### config.mk
export PLATFORM = sky130hd
export DESIGN_NAME = bpr_queue
export DESIGN_NICKNAME = d
export VERILOG_FILES = /design/src/bpr_pkg.sv /design/src/bpr_queue.sv
export SDC_FILE = /design/constraint.sdc
export NUM_CORES = 1
export LEC_CHECK = 0
export ABC_AREA = 1
export BUFFER_PORTS_ARGS = -buffer_cell sky130_fd_sc_hd__buf_2
export CAP_MARGIN = 20
export CORE_AREA = 3 3 180 182
export DETAILED_ROUTE_END_ITERATION = 8
export DIE_AREA = 0 0 183 185
export GPL_ROUTABILITY_DRIVEN = 0
export PLACE_DENSITY = 0.55
export SLEW_MARGIN = 20
export SYNTH_ARGS = -nofsm -noshare
export SYNTH_HDL_FRONTEND = slang
export SYNTH_SLANG_ARGS = --single-unit
### constraint.sdc
create_clock -name i_clk -period 2.43 [get_ports i_clk]
set_input_delay 0.729 -clock i_clk [delete_from_list [all_inputs] [get_ports i_clk]]
set_output_delay 0.729 -clock i_clk [all_outputs]
set_load 0.01 [all_outputs]
### src/bpr_pkg.sv
// ---------------------------------------------------------------------------
// BMP pixel converter package
// Shared types, codes and helper functions for the pixel to RGBA converter.
// ---------------------------------------------------------------------------
package bpr_pkg;

    localparam int PALETTE_DEPTH_DEF = 256;
    localparam int QUEUE_DEPTH       = 4;
    localparam int NUM_CH            = 4;
    localparam int Q_BITS            = 8;
    localparam int DIV_W             = 33;
    localparam int REM_W             = DIV_W + Q_BITS;
    localparam int ADDR_W            = 5;

    localparam int CH_RED   = 0;
    localparam int CH_GREEN = 1;
    localparam int CH_BLUE  = 2;
    localparam int CH_ALPHA = 3;

    typedef enum logic [2:0] {
        MODE_PAL8     = 3'd0,
        MODE_RGB24    = 3'd1,
        MODE_ARGB32   = 3'd2,
        MODE_RGB555   = 3'd3,
        MODE_BITFIELD = 3'd4
    } t_mode;

    typedef enum logic [2:0] {
        REG_SOURCE_MODE   = 3'd0,
        REG_RGBA_ORDER    = 3'd1,
        REG_RED_MASK      = 3'd2,
        REG_GREEN_MASK    = 3'd3,
        REG_BLUE_MASK     = 3'd4,
        REG_ALPHA_MASK    = 3'd5,
        REG_ALPHA_ENABLED = 3'd6
    } t_reg;

    typedef enum logic {
        OP_CONVERT   = 1'b0,
        OP_PAL_WRITE = 1'b1
    } t_op;

    typedef struct packed {
        logic        command;
        logic [31:0] pixel_bits;
        logic        first_of_image;
        logic [7:0]  palette_index;
        logic [23:0] palette_color;
    } t_in_item;

    typedef struct packed {
        logic [7:0] out_byte0;
        logic [7:0] out_byte1;
        logic [7:0] out_byte2;
        logic [7:0] out_byte3;
        logic       alpha_seen;
    } t_out_item;

    typedef struct packed {
        t_op         op;
        logic [31:0] pixel;
        logic        first;
        logic [7:0]  pal_index;
        logic [23:0] pal_color;
    } t_qent;

    typedef struct packed {
        logic full;
        logic empty;
    } t_qstat;

    typedef struct packed {
        logic [2:0]                   mode;
        logic                         order;
        logic                         alpha_en;
        logic [NUM_CH-1:0][31:0]      mask;
        logic [NUM_CH-1:0][4:0]       tz;
        logic [NUM_CH-1:0][DIV_W-1:0] d2;
        logic [NUM_CH-1:0]            zero;
    } t_cfg;

    function automatic logic [4:0] f_low_bit(input logic [31:0] m);
        logic [4:0] pos;
        pos = '0;
        for (int i = 31; i >= 0; i--) begin
            if (m[i]) begin
                pos = 5'(i);
            end
        end
        return pos;
    endfunction

    function automatic logic [4:0] f_high_bit(input logic [31:0] m);
        logic [4:0] pos;
        pos = '0;
        for (int i = 0; i < 32; i++) begin
            if (m[i]) begin
                pos = 5'(i);
            end
        end
        return pos;
    endfunction

    function automatic logic [DIV_W-1:0] f_divisor(input logic [31:0] m);
        logic [5:0]  span;
        logic [32:0] ones;
        span = 6'(f_high_bit(m)) - 6'(f_low_bit(m)) + 6'd1;
        ones = (33'd1 << span) - 33'd1;
        return {ones[31:0], 1'b0};
    endfunction

endpackage

### src/bpr_queue.sv
// ---------------------------------------------------------------------------
// Decoupling queue
// Short FIFO between the front stage and the conversion pipeline.
// ---------------------------------------------------------------------------
module bpr_queue (
    input  logic            i_clk,
    input  logic            i_rst_n,
    input  logic            i_push,
    input  bpr_pkg::t_qent  i_push_ent,
    input  logic            i_pop,
    output bpr_pkg::t_qent  o_head,
    output bpr_pkg::t_qstat o_qstat
);
    localparam int QW = $clog2(bpr_pkg::QUEUE_DEPTH);

    bpr_pkg::t_qent r_mem [bpr_pkg::QUEUE_DEPTH];
    logic [QW-1:0]  r_wp;
    logic [QW-1:0]  r_rp;
    logic [QW:0]    r_cnt;

    assign o_head        = r_mem[r_rp];
    assign o_qstat.full  = (r_cnt == (QW+1)'(bpr_pkg::QUEUE_DEPTH));
    assign o_qstat.empty = (r_cnt == '0);

    always_ff @(posedge i_clk) begin
        if (!i_rst_n) begin
            r_wp  <= '0;
            r_rp  <= '0;
            r_cnt <= '0;
        end else begin
            if (i_push) begin
                r_wp <= QW'(r_wp + 1'b1);
            end
            if (i_pop) begin
                r_rp <= QW'(r_rp + 1'b1);
            end
            if (i_push && !i_pop) begin
                r_cnt <= r_cnt + 1'b1;
            end else if (!i_push && i_pop) begin
                r_cnt <= r_cnt - 1'b1;
            end
        end
    end

    always_ff @(posedge i_clk) begin
        if (i_push) begin
            r_mem[r_wp] <= i_push_ent;
        end
    end
endmodule

==> impl_metrics.py <==
metrics = {
    "clock_network": {
        "cts-root-buf": "clkbuf_16",
        "cts_max_path_buffers": 3,
        "clock_latency_ps": 550,
        "clk_pin_slew_ps": 60,
        "cts_made_buffers": 29,
        "cts_tree": "done",
        "clock-sinks": 273,
        "h-tree-depth": 1,
        "cts.hold.buffers_added": 0,
    },
    "floorplan": {
        "row_count": 64,
        "start_util_pct": 35.2,
        "die_h_um": 185,
        "dieWidth_um": 183,
        "io_pins": 138,
        "fp.coreArea_sq_mm": 0.0307,
        "die-area_sq_mm": 0.0339,
    },
    "detailed_routing": {
        "first_iter_violations": 311,
        "drc": 0,
        "finalWirelength_um": 26700,
        "postRouteAntennaNets": 0,
        "wl_met1_um": 11700,
        "post_drt_wl_per_cell_um": 20.7,
        "met3RoutedLength_um": 1410,
        "vias": 6424,
        "dr_wl_met2_um": 13300,
        "dr.max_layer_used": "met5",
        "first_pass_iters": 4,
        "via_per_inst": 4.98,
    },
    "sta": {
        "setup_viol": 51,
        "hold_viol": 0,
        "finalCritPeriodShare_pct": 102,
        "maxSlewViolCount": 0,
        "hold-worst-slack_ps": 389,
        "slew_headroom_pct": 70.0,
        "max_freq_mhz": 402,
        "worst_slack_ps": -58.1,
        "post-route-min-period_ps": 2490,
        "rsz0062_at_grt": "true",
        "clock-skew-final_ps": 22.2,
        "tightestPinTransition_ps": 449,
    },
    "logic_synthesis": {
        "ys_top_cells_by_area": "edfxtp_1 73%, o21ai_0 5.7%, o22ai_2 4.6%",
        "syn-cell-area_sq_mm": 0.0108,
        "synth_top_area_share_pct": 73.2,
        "synth.most_common_cell": "edfxtp_1",
        "synth-edff-count": 264,
        "ys.flop_type": "edfxtp_1",
        "synth_cell_types": 25,
        "postSynth.asyncResetShare_pct": 0,
        "seq_area_frac_synth_pct": 74.9,
        "ys_ff_latch": 273,
        "synthesis.nets": 772,
        "syn_area_per_cell_sq_um": 15.6,
        "synth_warnings": 0,
        "synthTopCellsByCount": "264 x edfxtp_1, 124 x o21ai_0, 91 x nor2_1",
        "netlist_instances": 696,
        "synth_top_area_cell": "edfxtp_1",
    },
    "grt": {
        "grt_pass1_wl_um": 37900,
        "grt-ovfl-total": 0,
        "grt_max_degree": 67,
        "antenna_found_initial": 1,
        "grt_use_total_pct": 14.5,
        "grt_pass1_vias": 6395,
    },
    "critical_path": {
        "crit_type": "flop to output port",
        "crit_fanout": 8,
        "reg2reg_to": "r_mem[0][7]$_DFFE_PP_",
        "critPathBufInv": 4,
        "rr_worst_depth": 5,
        "r2r_slack_ps": 890,
        "cp_slowest_cell": "dfxtp_4",
        "cp-start-kind": "flop",
        "cp_cell_sequence": "buf_12, inv_8, buf_16, o21ai_1, o22ai_2, buf_2",
        "critPathRequiredTime_ps": 1700,
        "cp.arrival_ps": 1760,
        "crit_family": "buffers and inverters",
        "slowest_delay_ps": 400,
        "r2r-start": "r_wp[0]$_SDFFE_PN0P_",
        "cp-end-kind": "output port",
    },
    "finish": {
        "final_cells": 1290,
        "drive_gt1_share_pct": 46.6,
        "postLayoutCellArea_sq_mm": 0.0141,
        "syn_to_final_growth_pct": 30.0,
        "layout.nets": 948,
    },
    "power_and_ir_drop": {
        "p_leak_uw": 0.00485,
        "peakVddDrop_v": 0.000563,
        "power_per_cell_area_mw_per_mm2": 782,
    },
    "placement": {
        "placed_area_sq_mm": 0.0120,
        "io_buffers": 137,
        "pre_cts_slack_ps": 289,
        "dpl.cell_count": 1207,
        "place_hpwl_um": 13000,
    },
    "hold_path": {
        "worstHoldEndpoint": "r_mem[2][1]$_DFFE_PP_",
        "min_from": "i_push_ent[1]",
        "hold_depth": 1,
        "hold_class": "input port to flop",
    },
    "flow_run": {
        "maxCapViolCount": 0,
    },
    "outcome": {
        "violations": "negative setup slack",
        "status": "complete, but fails checks",
    },
}
[per-stage QoR]
step | setup TNS [ps] | power [uW] | util [%]
detailed placement | 0 | 6640 | 39.1
CTS | -3720 | 10900 | 43.5
global route | -6010 | 11500 | 45.8
floorplan | 0 | 6180 | -
finish | -1210 | 11000 | 45.8
global placement | 0 | 6620 | 39.1
[registers in the layout, summed over array words and instances, names as in the netlist, named ones only]
signal  flops
r_wp        2
r_rp        2
r_cnt       3
r_mem     264
[layer usage]
layer  up-vias  GRT usage, %
met5         -             0
met4         2          2.93
met3        34          3.22
met2       162          24.6
met1      3242          19.4
li1       2984             -
[repair_timing]
action                     CTS  global route
pin swaps                   11            12
hold endpoints to repair     0             0
cloned                       8            13
setup endpoints to repair   66            66
gates resized for setup     70           156
setup buffers               11             0
[cell type report]
type                            count  area, sq um
Fill cell                        2730        16700
Sequential cell                   273         8110
Multi-Input combinational cell    364         2800
Timing Repair Buffer              184         1640
Clock buffer                       36          752
Tap cell                          396          495
Clock inverter                     16          133
Inverter                           17          105
Timing Repair inverter              3         38.8
Antenna cell                        1         2.50
[how the worst max path moves through the flow]
| stage | start | to | slack, ps | cells past startpoint |
|---|---|---|---|---|
| after floorplan | i_push | r_mem[0][0]$_DFFE_PP_ | 270 | 2 |
| final | flop | o_head[10] | -60 | 6 |
| after CTS | flop | o_head[33] | -120 | 6 |
| after global placement | flop | o_head[41] | 280 | 4 |
| after global routing | flop | o_head[33] | -130 | 6 |
| after detailed placement | flop | o_head[41] | 290 | 4 |
[power by group]
| part | leakage [uW] | switching, uW | internal, uW | total [uW] |
|---|---|---|---|---|
| Combinational | 0.00192 | 846 | 600 | 1450 |
| Clock | 0.000432 | 1720 | 2390 | 4120 |
| Sequential | 0.00250 | 70.0 | 5380 | 5450 |
| Total | 0.00485 | 2640 | 8370 | 11000 |
[worst register-to-register path: stages (launching register included)]
cell and delay (ps):
dfxtp_1 320, inv_1 130, ha_1 160, nand2_1 80, clkinvlp_4 90, buf_12 380
[cell usage in the layout, fill, tap and decap left out, types with 2 or more instances in the layout]
cell type     n
edfxtp_1    264
buf_2       133
nor2_1       59
o22ai_2      54
o21ai_0      50
nor2_4       48
o21ai_2      42
clkbuf_16    39
o21ai_1      38
nor2_2       30
buf_12       15
o22ai_1      12
inv_1        11
nand2_1       9
buf_16        9
o21ai_4       8
buf_6         8
clkbuf_1      7
buf_4         7
dfxtp_1       7
clkinv_1      6
clkinvlp_4    5
ha_1          5
clkinv_2      5
a21oi_1       4
nor3_1        2
bufinv_16     2
inv_8         2
buf_8         2
[cells by family after synthesis]
logic type | after synthesis | synth area share, %
fa+ha+maj | 6 | 0.763
buf+inv | 59 | 3.33
compound gates | 208 | 12.8
simple gates | 150 | 8.17
flops | 273 | 74.9
Note: power is estimated with default switching activity, not from simulation.
