$ cat config.mk
export PLATFORM = sky130hd
export DESIGN_NAME = bpr_front
export DESIGN_NICKNAME = d
export VERILOG_FILES = /design/src/bpr_pkg.sv /design/src/bpr_front.sv
export SDC_FILE = /design/constraint.sdc
export NUM_CORES = 1
export LEC_CHECK = 0
export ABC_CLOCK_PERIOD_IN_PS = 5100
export BUFFER_PORTS_ARGS = -buffer_cell sky130_fd_sc_hd__buf_4
export CORE_MARGIN = 2
export CORE_UTILIZATION = 40
export DETAILED_ROUTE_END_ITERATION = 7
export PLACE_DENSITY = 0.8
export SKIP_LAST_GASP = 1
export SLEW_MARGIN = 15
export SYNTH_ARGS = -nofsm -noshare
export SYNTH_HDL_FRONTEND = slang
export SYNTH_SLANG_ARGS = --single-unit
$ cat constraint.sdc
create_clock -name i_clk -period 5.1 [get_ports i_clk]
set_input_delay 0.51 -clock i_clk [delete_from_list [all_inputs] [get_ports i_clk]]
set_output_delay 0.51 -clock i_clk [all_outputs]
set_load 0.01 [all_outputs]
$ cat src/bpr_pkg.sv
// ---------------------------------------------------------------------------
// BMP pixel converter package
// Shared types, codes and helper functions for the pixel to RGBA converter.
// ---------------------------------------------------------------------------
package bpr_pkg;

    localparam int PALETTE_DEPTH_DEF = 256;
    localparam int QUEUE_DEPTH       = 4;
    localparam int NUM_CH            = 4;
    localparam int Q_BITS            = 8;
    localparam int DIV_W             = 33;
    localparam int REM_W             = DIV_W + Q_BITS;
    localparam int ADDR_W            = 5;

    localparam int CH_RED   = 0;
    localparam int CH_GREEN = 1;
    localparam int CH_BLUE  = 2;
    localparam int CH_ALPHA = 3;

    typedef enum logic [2:0] {
        MODE_PAL8     = 3'd0,
        MODE_RGB24    = 3'd1,
        MODE_ARGB32   = 3'd2,
        MODE_RGB555   = 3'd3,
        MODE_BITFIELD = 3'd4
    } t_mode;

    typedef enum logic [2:0] {
        REG_SOURCE_MODE   = 3'd0,
        REG_RGBA_ORDER    = 3'd1,
        REG_RED_MASK      = 3'd2,
        REG_GREEN_MASK    = 3'd3,
        REG_BLUE_MASK     = 3'd4,
        REG_ALPHA_MASK    = 3'd5,
        REG_ALPHA_ENABLED = 3'd6
    } t_reg;

    typedef enum logic {
        OP_CONVERT   = 1'b0,
        OP_PAL_WRITE = 1'b1
    } t_op;

    typedef struct packed {
        logic        command;
        logic [31:0] pixel_bits;
        logic        first_of_image;
        logic [7:0]  palette_index;
        logic [23:0] palette_color;
    } t_in_item;

    typedef struct packed {
        logic [7:0] out_byte0;
        logic [7:0] out_byte1;
        logic [7:0] out_byte2;
        logic [7:0] out_byte3;
        logic       alpha_seen;
    } t_out_item;

    typedef struct packed {
        t_op         op;
        logic [31:0] pixel;
        logic        first;
        logic [7:0]  pal_index;
        logic [23:0] pal_color;
    } t_qent;

    typedef struct packed {
        logic full;
        logic empty;
    } t_qstat;

    typedef struct packed {
        logic [2:0]                   mode;
        logic                         order;
        logic                         alpha_en;
        logic [NUM_CH-1:0][31:0]      mask;
        logic [NUM_CH-1:0][4:0]       tz;
        logic [NUM_CH-1:0][DIV_W-1:0] d2;
        logic [NUM_CH-1:0]            zero;
    } t_cfg;

    function automatic logic [4:0] f_low_bit(input logic [31:0] m);
        logic [4:0] pos;
        pos = '0;
        for (int i = 31; i >= 0; i--) begin
            if (m[i]) begin
                pos = 5'(i);
            end
        end
        return pos;
    endfunction

    function automatic logic [4:0] f_high_bit(input logic [31:0] m);
        logic [4:0] pos;
        pos = '0;
        for (int i = 0; i < 32; i++) begin
            if (m[i]) begin
                pos = 5'(i);
            end
        end
        return pos;
    endfunction

    function automatic logic [DIV_W-1:0] f_divisor(input logic [31:0] m);
        logic [5:0]  span;
        logic [32:0] ones;
        span = 6'(f_high_bit(m)) - 6'(f_low_bit(m)) + 6'd1;
        ones = (33'd1 << span) - 33'd1;
        return {ones[31:0], 1'b0};
    endfunction

endpackage

$ cat src/bpr_front.sv
// ---------------------------------------------------------------------------
// Front stage
// Accepts input items, classifies them and drops palette writes out of range.
// ---------------------------------------------------------------------------
module bpr_front #(
    parameter int PALETTE_DEPTH = bpr_pkg::PALETTE_DEPTH_DEF
) (
    input  logic              i_clk,
    input  logic              i_rst_n,
    input  logic              i_in_valid,
    input  bpr_pkg::t_in_item i_in_item,
    output logic              o_in_stall,
    input  bpr_pkg::t_qstat   i_qstat,
    output logic              o_push,
    output bpr_pkg::t_qent    o_push_ent
);
    logic           r_valid;
    bpr_pkg::t_qent r_ent;
    logic           w_accept;
    logic           w_keep;
    bpr_pkg::t_qent n_ent;

    assign o_in_stall = r_valid && i_qstat.full;
    assign w_accept   = i_in_valid && !o_in_stall;
    assign o_push     = r_valid && !i_qstat.full;
    assign o_push_ent = r_ent;

    always_comb begin
        n_ent.op        = i_in_item.command ? bpr_pkg::OP_PAL_WRITE : bpr_pkg::OP_CONVERT;
        n_ent.pixel     = i_in_item.pixel_bits;
        n_ent.first     = i_in_item.first_of_image;
        n_ent.pal_index = i_in_item.palette_index;
        n_ent.pal_color = i_in_item.palette_color;
        w_keep = !i_in_item.command
              || ({1'b0, i_in_item.palette_index} < 9'(PALETTE_DEPTH));
    end

    always_ff @(posedge i_clk) begin
        if (!i_rst_n) begin
            r_valid <= 1'b0;
        end else if (w_accept) begin
            r_valid <= w_keep;
        end else if (o_push) begin
            r_valid <= 1'b0;
        end
    end

    always_ff @(posedge i_clk) begin
        if (w_accept) begin
            r_ent <= n_ent;
        end
    end
endmodule

==> results of run 1 <==
[area by class of cell]
cell class                      count  area share (%)
Clock buffer                       10            3.84
Timing Repair Buffer              138            31.2
Tap cell                           67            2.53
Multi-Input combinational cell      4            1.13
Sequential cell                    67            60.3
Clock inverter                      6           0.980
[worst max-delay path by stage]
stage | to | start | slack (ns)
2_1_floorplan | o_push_ent[0] | i_qstat[1] | 0.99
3_3_place_gp | o_push_ent[56] | i_qstat[1] | 2.68
3_5_place_dp | o_push_ent[1] | i_qstat[1] | 2.65
4_1_cts | o_push_ent[56] | r_valid | 2.99
5_1_grt | o_push_ent[56] | r_valid | 2.85
6_report | o_push_ent[56] | i_qstat[1] | 2.99
[state kept, by name, indices dropped and copies added, names as in the netlist]
register,count
o_push_ent,66
r_valid,1
[power groups by stage]
| stage | Clock (W) | Sequential (W) | Combinational, W |
|---|---|---|---|
| CTS | 0.000363 | 0.000653 | 0.000121 |
| detailed placement | 0 | 0.000665 | 0.000121 |
| global placement | 0 | 0.000662 | 0.000119 |
| global route | 0.000385 | 0.000656 | 0.000127 |
| floorplan | 0 | 0.000683 | 0.0000113 |
| finish | 0.000351 | 0.000653 | 0.000120 |
[through the flow]
stage | setup WS, ns | power (W)
floorplan | 0.987 | 0.000695
global placement | 2.68 | 0.000781
detailed placement | 2.65 | 0.000786
CTS | 2.99 | 0.00114
global route | 2.85 | 0.00117
finish | 2.99 | 0.00112
[cells by family after synthesis]
| kind of cell | share of synthesized area [%] |
|---|---|
| AOI/OAI and AO/OA | 0.370 |
| DFF | 98.5 |
| and+or+nand+nor | 1.11 |
[layout by cell type, fill, tap and decap left out]
cell type / n
sky130_fd_sc_hd__buf_4: 138
sky130_fd_sc_hd__nor2b_4: 1
sky130_fd_sc_hd__clkinvlp_4: 2
sky130_fd_sc_hd__and2b_1: 1
sky130_fd_sc_hd__o21a_1: 1
sky130_fd_sc_hd__clkinv_2: 2
sky130_fd_sc_hd__clkinv_1: 2
sky130_fd_sc_hd__edfxtp_1: 66
sky130_fd_sc_hd__dfxtp_1: 1
sky130_fd_sc_hd__clkbuf_1: 1
sky130_fd_sc_hd__clkbuf_8: 9
sky130_fd_sc_hd__and2_4: 1
[routing by layer]
metal	part of all wire, %	track usage [%]	vias up
met5	0	0	-
met4	1.5	8.97	0
met3	12	9.37	7
met2	54	26.3	78
met1	33	16.2	605
li1	-	-	583
==> tab_implementation.tex, run 1 <==
\begin{tabular}{lr}
\hline
Metric & Value \\
\hline
\multicolumn{2}{l}{\textbf{Status}} \\
Run status & completed \\
\multicolumn{2}{l}{\textbf{Setup path}} \\
Endpoint of the worst register-to-register path & o\_push\_ent[56] \\
Buffer and inverter count on the worst path & 2 \\
Slowest Stage Delay on Critical Path & 0.81 ns \\
Logic depth of the worst register-to-register path & 3 \\
Critical Path RT & 5.09 ns \\
Dominant delay contributor by cell family on the critical path & simple AND/OR/NAND/NOR gates \\
Worst Path Class, Setup & in2reg \\
Most repeated library cell on the critical path & sky130\_fd\_sc\_hd\_\_buf\_4 \\
Crit path arrival time & 2.10 ns \\
Nature of the critical path startpoint & input port \\
Chain of cells forming the critical path & buf\_4 > and2\_4 > nor2b\_4 > buf\_4 \\
Kind of end point of the critical path & flip-flop \\
Setup slack on the worst flop-to-flop path & 2.99 ns \\
Start of the worst register-to-register path & r\_valid \\
Stages on the worst setup path & 4 \\
Slowest stage cell, crit path & sky130\_fd\_sc\_hd\_\_nor2b\_4 \\
Critical path fanouts, max & 39 \\
\multicolumn{2}{l}{\textbf{Hold path}} \\
HP Start & i\_in\_item[43] \\
Min-Delay Path Depth & 1 \\
End point of the worst hold path & o\_push\_ent[43] \\
Type of the most critical hold path & in2reg \\
\multicolumn{2}{l}{\textbf{Synth}} \\
Leading cell type by number of instances after synthesis & sky130\_fd\_sc\_hd\_\_edfxtp\_1 \\
Fraction of the yosys area taken by sequential cells & 98.5\% \\
Number of flops mapped to enable cells by yosys & 66 \\
Top-area cell type share of the netlist area & 97.5\% \\
Summed instance area of the synthesized netlist & 2030 sq um \\
Proportion of synthesized flip-flops having asynchronous set or reset & 0\% \\
Area contributors post-synth & sky130\_fd\_sc\_hd\_\_edfxtp\_1 (98\%), sky130\_fd\_sc\_hd\_\_dfxtp\_1 (0.99\%), sky130\_fd\_sc\_hd\_\_and2\_4 (0.43\%), sky130\_fd\_sc\_hd\_\_and2b\_1 (0.37\%), sky130\_fd\_sc\_hd\_\_o21a\_1 (0.37\%) \\
Count of mapped cells out of synthesis & 71 \\
Average instance area after synthesis & 28.6 sq um \\
Top FF cell, synth & sky130\_fd\_sc\_hd\_\_edfxtp\_1 \\
Flop and latch count out of synthesis & 67 \\
Cell variety after synth & 6 \\
Top cell type by total area after synthesis & sky130\_fd\_sc\_hd\_\_edfxtp\_1 \\
Number of warning messages in the yosys log & 0 \\
Number of nets in the synthesized netlist & 142 \\
\multicolumn{2}{l}{\textbf{Detailed routing}} \\
1st-iter DRT viols & 48 \\
Count of vias placed by the detailed router & 1273 \\
Overall routed net length & 4.58 mm \\
Remaining antenna violation count & 0 \\
Post-detailed-route wirelength per cell & 15.7 um \\
Pre-Repair DR Iteration Count & 4 \\
Via count normalized by instance count & 4.36 \\
Post-route DRC & 0 \\
\multicolumn{2}{l}{\textbf{Timing}} \\
Worst-case clock skew & 0.00561 ns \\
Slew HR & 30.3\% \\
Final count of negative-setup-slack endpoints & 0 \\
Portion of the clock cycle consumed by the worst path in the final layout & 41.5\% \\
Worst Hold Margin & 0.360 ns \\
Transition time of the tightest slew-check pin & 1.04 ns \\
Shortest clock period the worst path allows after layout & 2.11 ns \\
Upper clock frequency limit & 0.473 GHz \\
Setup repair after global routing missed its margin & false \\
Setup tns final & 0 ns \\
Pins over their slew limit & 0 \\
Endpoints failing hold & 0 \\
\multicolumn{2}{l}{\textbf{Clocking}} \\
Number of clock buffers inserted by TritonCTS & 9 \\
Setup Fix Bufs, Post-CTS & 0 \\
Cells resized by post-CTS repair & 0 \\
Maximum root-to-sink buffer count & 2 \\
Clock Tree Root & sky130\_fd\_sc\_hd\_\_clkbuf\_8 \\
Clock tree from TritonCTS & built \\
Clock transition at the registers of the reported paths & 0.07 ns \\
Clk\_lat worst skew & 0.32 ns \\
Cts-stage hold buffer count & 0 \\
\# clock sinks & 67 \\
Level count of the clock H-tree & 3 \\
\multicolumn{2}{l}{\textbf{Layout}} \\
Count of placed standard cells in the final layout, fillers left out & 292 \\
Multi-input combinational cell area & 37.5 sq um \\
Finished Cell Area & 3320 sq um \\
Syn-to-layout area delta & 63.4\% \\
Fraction of final layout cells with drive strength greater than 1 & 68.0\% \\
Final core area utilization & 68.9\% \\
NumNets Final & 291 \\
Antenna fix cells & 0 \\
Fill cell count & 329 \\
Combined flip-flop and latch cell area & 2000 sq um \\
\multicolumn{2}{l}{\textbf{Die}} \\
I/O pin total & 139 \\
Initial Util & 42.2\% \\
Cell row count & 25 \\
Core box area & 4820 sq um \\
Die width & 75.3 um \\
Floorplan die area & 5670 sq um \\
Height of the chip & 75.3 um \\
\multicolumn{2}{l}{\textbf{Global routing}} \\
Largest net degree at the start of global routing & 40 \\
Antenna violations before repair & 0 \\
Aggregate global-route resource usage & 16.1\% \\
Vias in the first global route & 1290 \\
Total overflow reported by the global router & 0 \\
Global-route wire length before repair & 6.22 mm \\
\multicolumn{2}{l}{\textbf{Power}} \\
Clock power frac & 31.2\% \\
Combinational group share of total power & 10.7\% \\
Switching share of power & 21.2\% \\
Total net switching power & 0.000238 W \\
PD cells & 338 nW/um\^{}2 \\
Pint & 0.000885 W \\
Leakage dissipation & 1.41 nW \\
Flop pwr share & 58.1\% \\
Max VDD drop & 245 uV \\
\multicolumn{2}{l}{\textbf{Place}} \\
Number of buffers added on ports & 137 \\
Cells after DPL & 276 \\
Routability congestion estimate from global placement & 0.699 \\
DP Area & 3160 sq um \\
\multicolumn{2}{l}{\textbf{Run}} \\
Max-cap check violation count & 0 \\
\hline
\end{tabular}
Power figures use the tool's default switching activity.
==> inputs of run 2 (changes only) <==
--- a/config.mk
+++ b/config.mk
@@ -5,7 +5,7 @@
 export SDC_FILE = /design/constraint.sdc
 export NUM_CORES = 1
 export LEC_CHECK = 0
-export ABC_CLOCK_PERIOD_IN_PS = 5100
+export ABC_CLOCK_PERIOD_IN_PS = 2200
 export BUFFER_PORTS_ARGS = -buffer_cell sky130_fd_sc_hd__buf_4
 export CORE_MARGIN = 2
 export CORE_UTILIZATION = 40
==> constraint.sdc (replaced) <==
create_clock -name i_clk -period 2.2 [get_ports i_clk]
set_input_delay 0.22 -clock i_clk [delete_from_list [all_inputs] [get_ports i_clk]]
set_output_delay 0.22 -clock i_clk [all_outputs]
set_load 0.01 [all_outputs]
==> run 2 against run 1 <==
Against the previous run:
- routed wire length down 0.31%
- largest cell class unchanged
- largest power group unchanged
- sequential power is 130% higher
- combinational power rose by 130%
- clock skew up 0.0063 ns
- non-clock buffer count increased by 1
- final area increased by 2.4%
- clock power grew to 3.3 times the previous value
- power rose to 2.6 times the previous value
==> tab_implementation.tex, run 2 (same netlist as run 1, synthesis figures left out) <==
\begin{tabular}{lr}
\hline
Metric & Value \\
\hline
\multicolumn{2}{l}{\textbf{Status}} \\
Run status & completed \\
\multicolumn{2}{l}{\textbf{Power}} \\
Leakage dissipation & 1.45 nW \\
Max VDD drop & 582 uV \\
Final total power & 0.00296 W \\
PD cells & 872 nW/um\^{}2 \\
\multicolumn{2}{l}{\textbf{Layout}} \\
Max reg flops & 66 \\
Syn-to-layout area delta & 67.2\% \\
Highest-count cells in the layout ignoring fill and taps & sky130\_fd\_sc\_hd\_\_buf\_4 (139), sky130\_fd\_sc\_hd\_\_edfxtp\_1 (66), sky130\_fd\_sc\_hd\_\_clkbuf\_8 (9) \\
Fraction of final layout cells with drive strength greater than 1 & 68.6\% \\
Antenna fix cells & 0 \\
NumNets Final & 292 \\
Most common library cell in the layout ignoring fill and taps & sky130\_fd\_sc\_hd\_\_buf\_4 \\
Fill cell count & 331 \\
\multicolumn{2}{l}{\textbf{Die}} \\
I/O pin total & 139 \\
Die width & 75.3 um \\
Floorplan die area & 5670 sq um \\
Height of the chip & 75.3 um \\
Initial Util & 42.2\% \\
Core box area & 4820 sq um \\
Cell row count & 25 \\
\multicolumn{2}{l}{\textbf{Detailed routing}} \\
Via count normalized by instance count & 4.25 \\
Overall routed net length & 4.57 mm \\
Remaining antenna violation count & 0 \\
Post-route DRC & 0 \\
Count of vias placed by the detailed router & 1246 \\
Pre-Repair DR Iteration Count & 4 \\
Post-detailed-route wirelength per cell & 15.6 um \\
1st-iter DRT viols & 40 \\
\multicolumn{2}{l}{\textbf{Global routing}} \\
Vias in the first global route & 1357 \\
Global-route wire length before repair & 6.38 mm \\
Antenna violations before repair & 0 \\
Aggregate global-route resource usage & 16.4\% \\
Largest net degree at the start of global routing & 34 \\
Total overflow reported by the global router & 0 \\
\multicolumn{2}{l}{\textbf{Place}} \\
Routability congestion estimate from global placement & 0.661 \\
Final HPWL DP & 3.46 mm \\
Number of buffers added on ports & 137 \\
\multicolumn{2}{l}{\textbf{Setup path}} \\
End point of the critical path & o\_push\_ent[62] \\
Setup slack on the worst flop-to-flop path & 0.91 ns \\
Crit path arrival time & 1.27 ns \\
Endpoint of the worst register-to-register path & o\_push\_ent[62] \\
Critical Path RT & 2.18 ns \\
Start of the worst register-to-register path & r\_valid \\
Worst Setup SP & r\_valid \\
Kind of end point of the critical path & flip-flop \\
Nature of the critical path startpoint & flip-flop \\
Critical path fanouts, max & 33 \\
Worst Path Class, Setup & reg2reg \\
Logic depth of the worst register-to-register path & 3 \\
\multicolumn{2}{l}{\textbf{Clocking}} \\
Clk\_lat worst skew & 0.33 ns \\
Setup Fix Bufs, Post-CTS & 0 \\
Level count of the clock H-tree & 3 \\
Maximum root-to-sink buffer count & 2 \\
Clock transition at the registers of the reported paths & 0.08 ns \\
Cts-stage hold buffer count & 0 \\
Clock Tree Root & sky130\_fd\_sc\_hd\_\_clkbuf\_8 \\
\# clock sinks & 67 \\
Number of clock buffers inserted by TritonCTS & 9 \\
Clock tree from TritonCTS & built \\
Cells resized by post-CTS repair & 0 \\
\multicolumn{2}{l}{\textbf{Run}} \\
Max-cap check violation count & 0 \\
\multicolumn{2}{l}{\textbf{Timing}} \\
Transition time of the tightest slew-check pin & 0.410 ns \\
Setup repair after global routing missed its margin & false \\
Portion of the clock cycle consumed by the worst path in the final layout & 58.7\% \\
Shortest clock period the worst path allows after layout & 1.29 ns \\
Worst-case clock skew & 0.0119 ns \\
Worst Hold Margin & 0.0622 ns \\
Pins over their slew limit & 0 \\
Endpoints failing hold & 0 \\
Final count of negative-setup-slack endpoints & 0 \\
Setup tns final & 0 ns \\
Slew HR & 72.7\% \\
Upper clock frequency limit & 0.774 GHz \\
\multicolumn{2}{l}{\textbf{Hold path}} \\
HP Start & i\_in\_item[9] \\
Type of the most critical hold path & in2reg \\
\hline
\end{tabular}
[run 2: where the power goes]
group | total [W] | switching, W | internal [W]
clock | 0.00117 | 0.000428 | 0.000746
combinational | 0.000279 | 0.000114 | 0.000165
sequential | 0.00151 | 0.0000193 | 0.00149
total | 0.00296 | 0.000561 | 0.00240
[run 2: final cells by class]
type	instances	area [sq um]	area share (%)
Clock buffer	10	128	3.76
Clock inverter	6	104	3.06
Multi-Input combinational cell	4	37.5	1.10
Sequential cell	67	2000	58.9
Tap cell	67	83.8	2.47
Timing Repair Buffer	139	1040	30.7
[run 2: worst min-delay path by stage]
stage,cells past startpoint,endpoint
after global placement,1,o_push_ent[47]
after floorplan,0,o_push_ent[0]
after detailed placement,1,o_push_ent[1]
final,1,o_push_ent[9]
after global routing,1,o_push_ent[58]
after CTS,1,o_push_ent[58]
[run 2: worst max-delay path, cell delays in order, from the launching register on]
cell	delay [ns]
sky130_fd_sc_hd__dfxtp_1	0.31
sky130_fd_sc_hd__and2_4	0.15
sky130_fd_sc_hd__nor2b_4	0.11
sky130_fd_sc_hd__buf_4	0.37
[run 2: per-stage QoR]
| stage | cell area [sq um] | std cells | utilization [%] | worst slack [ns] |
|---|---|---|---|---|
| after detailed placement | 3170 | 277 | 65.7 | 0.844 |
| after floorplan | 2040 | 71 | - | 0.351 |
| after CTS | 3400 | 293 | 70.5 | 0.903 |
| after global placement | 3170 | 277 | 65.7 | 0.877 |
| after global routing | 3400 | 293 | 70.5 | 0.863 |
| final | 3400 | 293 | 70.5 | 0.908 |
[run 2: per-layer routing]
layer	global-route usage (%)	wire (um)	up-vias
met5	0	0	-
met4	8.77	48	0
met3	9.91	616	4
met2	28.5	2550	76
met1	14.8	1350	582
li1	-	-	584
==> inputs of run 3 (changes only) <==
--- a/config.mk
+++ b/config.mk
@@ -5,12 +5,12 @@
 export SDC_FILE = /design/constraint.sdc
 export NUM_CORES = 1
 export LEC_CHECK = 0
-export ABC_CLOCK_PERIOD_IN_PS = 2200
+export ABC_CLOCK_PERIOD_IN_PS = 1100
 export BUFFER_PORTS_ARGS = -buffer_cell sky130_fd_sc_hd__buf_4
 export CORE_MARGIN = 2
-export CORE_UTILIZATION = 40
+export CORE_UTILIZATION = 36
 export DETAILED_ROUTE_END_ITERATION = 7
-export PLACE_DENSITY = 0.8
+export PLACE_DENSITY = 0.76
 export SKIP_LAST_GASP = 1
 export SLEW_MARGIN = 15
 export SYNTH_ARGS = -nofsm -noshare
==> constraint.sdc (replaced) <==
create_clock -name i_clk -period 1.1 [get_ports i_clk]
set_input_delay 0.11 -clock i_clk [delete_from_list [all_inputs] [get_ports i_clk]]
set_output_delay 0.11 -clock i_clk [all_outputs]
set_load 0.01 [all_outputs]
==> run 3 against run 2 <==
Against the previous run:
- the run now ends with setup timing left
- sequential share of layout area down 12 points
- via count up 33%
- sequential power up 100%
- maximum frequency up 4.7%
==> tab_implementation.tex, run 3 (same netlist as run 1, synthesis figures left out) <==
\begin{tabular}{lr}
\hline
Metric & Value \\
\hline
\multicolumn{2}{l}{\textbf{Status}} \\
Run status & finished, violations left \\
Violations in the final reports & setup timing \\
\multicolumn{2}{l}{\textbf{Timing}} \\
Portion of the clock cycle consumed by the worst path in the final layout & 112\% \\
Transition time of the tightest slew-check pin & 0.118 ns \\
Worst Hold Margin & 0.303 ns \\
Setup repair after global routing missed its margin & true \\
Shortest clock period the worst path allows after layout & 1.23 ns \\
Final worst slack & -0.135 ns \\
Final count of negative-setup-slack endpoints & 67 \\
Slew HR & 92.1\% \\
Worst-case clock skew & 0.0114 ns \\
Pins over their slew limit & 0 \\
Upper clock frequency limit & 0.810 GHz \\
Endpoints failing hold & 0 \\
\multicolumn{2}{l}{\textbf{Hold path}} \\
End point of the worst hold path & r\_valid \\
Min-Delay Path Depth & 4 \\
HP Start & i\_qstat[1] \\
Type of the most critical hold path & in2reg \\
\multicolumn{2}{l}{\textbf{Layout}} \\
Highest-count cells in the layout ignoring fill and taps & sky130\_fd\_sc\_hd\_\_buf\_4 (138), sky130\_fd\_sc\_hd\_\_dlygate4sd3\_1 (68), sky130\_fd\_sc\_hd\_\_edfxtp\_1 (66) \\
Fill cell count & 328 \\
Max reg flops & 66 \\
Fraction of final layout cells with drive strength greater than 1 & 54.1\% \\
Most common library cell in the layout ignoring fill and taps & sky130\_fd\_sc\_hd\_\_buf\_4 \\
Syn-to-layout area delta & 108\% \\
Finished Cell Area & 4230 sq um \\
NumNets Final & 369 \\
\multicolumn{2}{l}{\textbf{Clocking}} \\
\# clock sinks & 67 \\
Clock tree from TritonCTS & built \\
Level count of the clock H-tree & 3 \\
Clock transition at the registers of the reported paths & 0.07 ns \\
Clk\_lat worst skew & 0.33 ns \\
Number of clock buffers inserted by TritonCTS & 9 \\
Maximum root-to-sink buffer count & 2 \\
Clock Tree Root & sky130\_fd\_sc\_hd\_\_clkbuf\_8 \\
\multicolumn{2}{l}{\textbf{Setup path}} \\
Setup slack on the worst flop-to-flop path & -0.13 ns \\
Critical Path RT & 1.13 ns \\
Logic depth of the worst register-to-register path & 4 \\
Crit path arrival time & 1.27 ns \\
Worst Path Class, Setup & reg2reg \\
Kind of end point of the critical path & flip-flop \\
Nature of the critical path startpoint & flip-flop \\
Start of the worst register-to-register path & r\_valid \\
Buffer and inverter count on the worst path & 2 \\
Slowest stage cell, crit path & sky130\_fd\_sc\_hd\_\_dfxtp\_2 \\
Critical path fanouts, max & 15 \\
Dominant delay contributor by cell family on the critical path & flip-flops \\
Chain of cells forming the critical path & and2\_4 > nor2b\_4 > buf\_6 > buf\_12 \\
Endpoint of the worst register-to-register path & o\_push\_ent[32] \\
Slowest Stage Delay on Critical Path & 0.33 ns \\
\multicolumn{2}{l}{\textbf{Die}} \\
Die width & 79.1 um \\
I/O pin total & 139 \\
Cell row count & 27 \\
Floorplan die area & 6260 sq um \\
Core box area & 5470 sq um \\
Initial Util & 37.1\% \\
Height of the chip & 79.1 um \\
\multicolumn{2}{l}{\textbf{Detailed routing}} \\
Pre-Repair DR Iteration Count & 4 \\
Count of vias placed by the detailed router & 1653 \\
Overall routed net length & 6.91 mm \\
Via count normalized by instance count & 4.40 \\
1st-iter DRT viols & 55 \\
Post-route DRC & 0 \\
Post-detailed-route wirelength per cell & 18.4 um \\
Remaining antenna violation count & 0 \\
\multicolumn{2}{l}{\textbf{Run}} \\
Max-cap check violation count & 0 \\
\multicolumn{2}{l}{\textbf{Global routing}} \\
Antenna violations before repair & 1 \\
Aggregate global-route resource usage & 20.8\% \\
Largest net degree at the start of global routing & 38 \\
Global-route wire length before repair & 9.09 mm \\
Total overflow reported by the global router & 0 \\
Vias in the first global route & 1804 \\
\multicolumn{2}{l}{\textbf{Power}} \\
Leakage dissipation & 1.80 nW \\
PD cells & 1430 nW/um\^{}2 \\
Max VDD drop & 1070 uV \\
\multicolumn{2}{l}{\textbf{Place}} \\
Number of buffers added on ports & 137 \\
DP Area & 3210 sq um \\
Routability congestion estimate from global placement & 0.675 \\
\hline
\end{tabular}
## run 3: cell types whose count changed in the layout (fill, tap and decap cells not counted), sizes merged
cell         before  now
clkinvlp          0    1
dlygate4sd3       0   68
buf             139  145
bufinv            3    2
diode             0    1
clkbuf           10   13
## run 3: timing repair
item,in CTS,in global routing
gates resized for setup,2,3
endpoints found under the setup margin,67,68
buffers inserted,0,3
hold buffers,68,0
cloned,0,5
hold endpoints to repair,67,0
## run 3: how the worst max path moves through the flow
stage,start,endpoint,slack [ns],cells after the start
2_1_floorplan,r_valid,o_push_ent[0],-0.75,2
3_3_place_gp,r_valid,o_push_ent[24],-0.05,3
3_5_place_dp,r_valid,o_push_ent[24],-0.07,3
4_1_cts,r_valid,o_push_ent[8],-0.08,3
5_1_grt,r_valid,o_push_ent[36],-0.15,4
6_report,r_valid,o_push_ent[32],-0.13,4
## run 3: area by class of cell
cell class | count | area [sq um] | area share, %
antenna | 1 | 2.50 | 0.0591
clock buffer | 10 | 128 | 3.02
clock inverter | 6 | 80.1 | 1.89
multi-input combinational | 4 | 37.5 | 0.887
sequential | 67 | 2000 | 47.3
tap | 72 | 90.1 | 2.13
timing repair buffer | 216 | 1890 | 44.7
## run 3: metrics by stage
step	utilization [%]	instances	setup WS (ns)	power (W)	TNS (ns)
3_3_place_gp	58.6	283	-0.0489	0.00364	-2.00
5_1_grt	77.3	376	-0.150	0.00627	-8.31
2_1_floorplan	-	71	-0.749	0.00321	-49.41
6_report	77.3	376	-0.135	0.00606	-7.57
4_1_cts	74.9	367	-0.0815	0.00598	-4.12
3_5_place_dp	58.6	283	-0.0711	0.00366	-3.41
## run 3: layer usage
layer / GRT usage, % / part of all wire [%]
met5: 0 / 0
met2: 38.5 / 56
met1: 18.9 / 32
met3: 10.8 / 10
met4: 8.28 / 2.3
## run 3: power by group
part / total (W) / switching (W) / internal (W)
Combinational: 0.000873 / 0.000316 / 0.000557
Sequential: 0.00304 / 0.0000517 / 0.00298
Clock: 0.00215 / 0.000890 / 0.00126
Total: 0.00606 / 0.00126 / 0.00480
## run 3: worst register-to-register path, cell delays in order, from the launching register on
cell and delay, ns:
sky130_fd_sc_hd__dfxtp_2 0.33, sky130_fd_sc_hd__and2_4 0.15, sky130_fd_sc_hd__nor2b_4 0.14, sky130_fd_sc_hd__buf_6 0.16
sky130_fd_sc_hd__buf_12 0.15
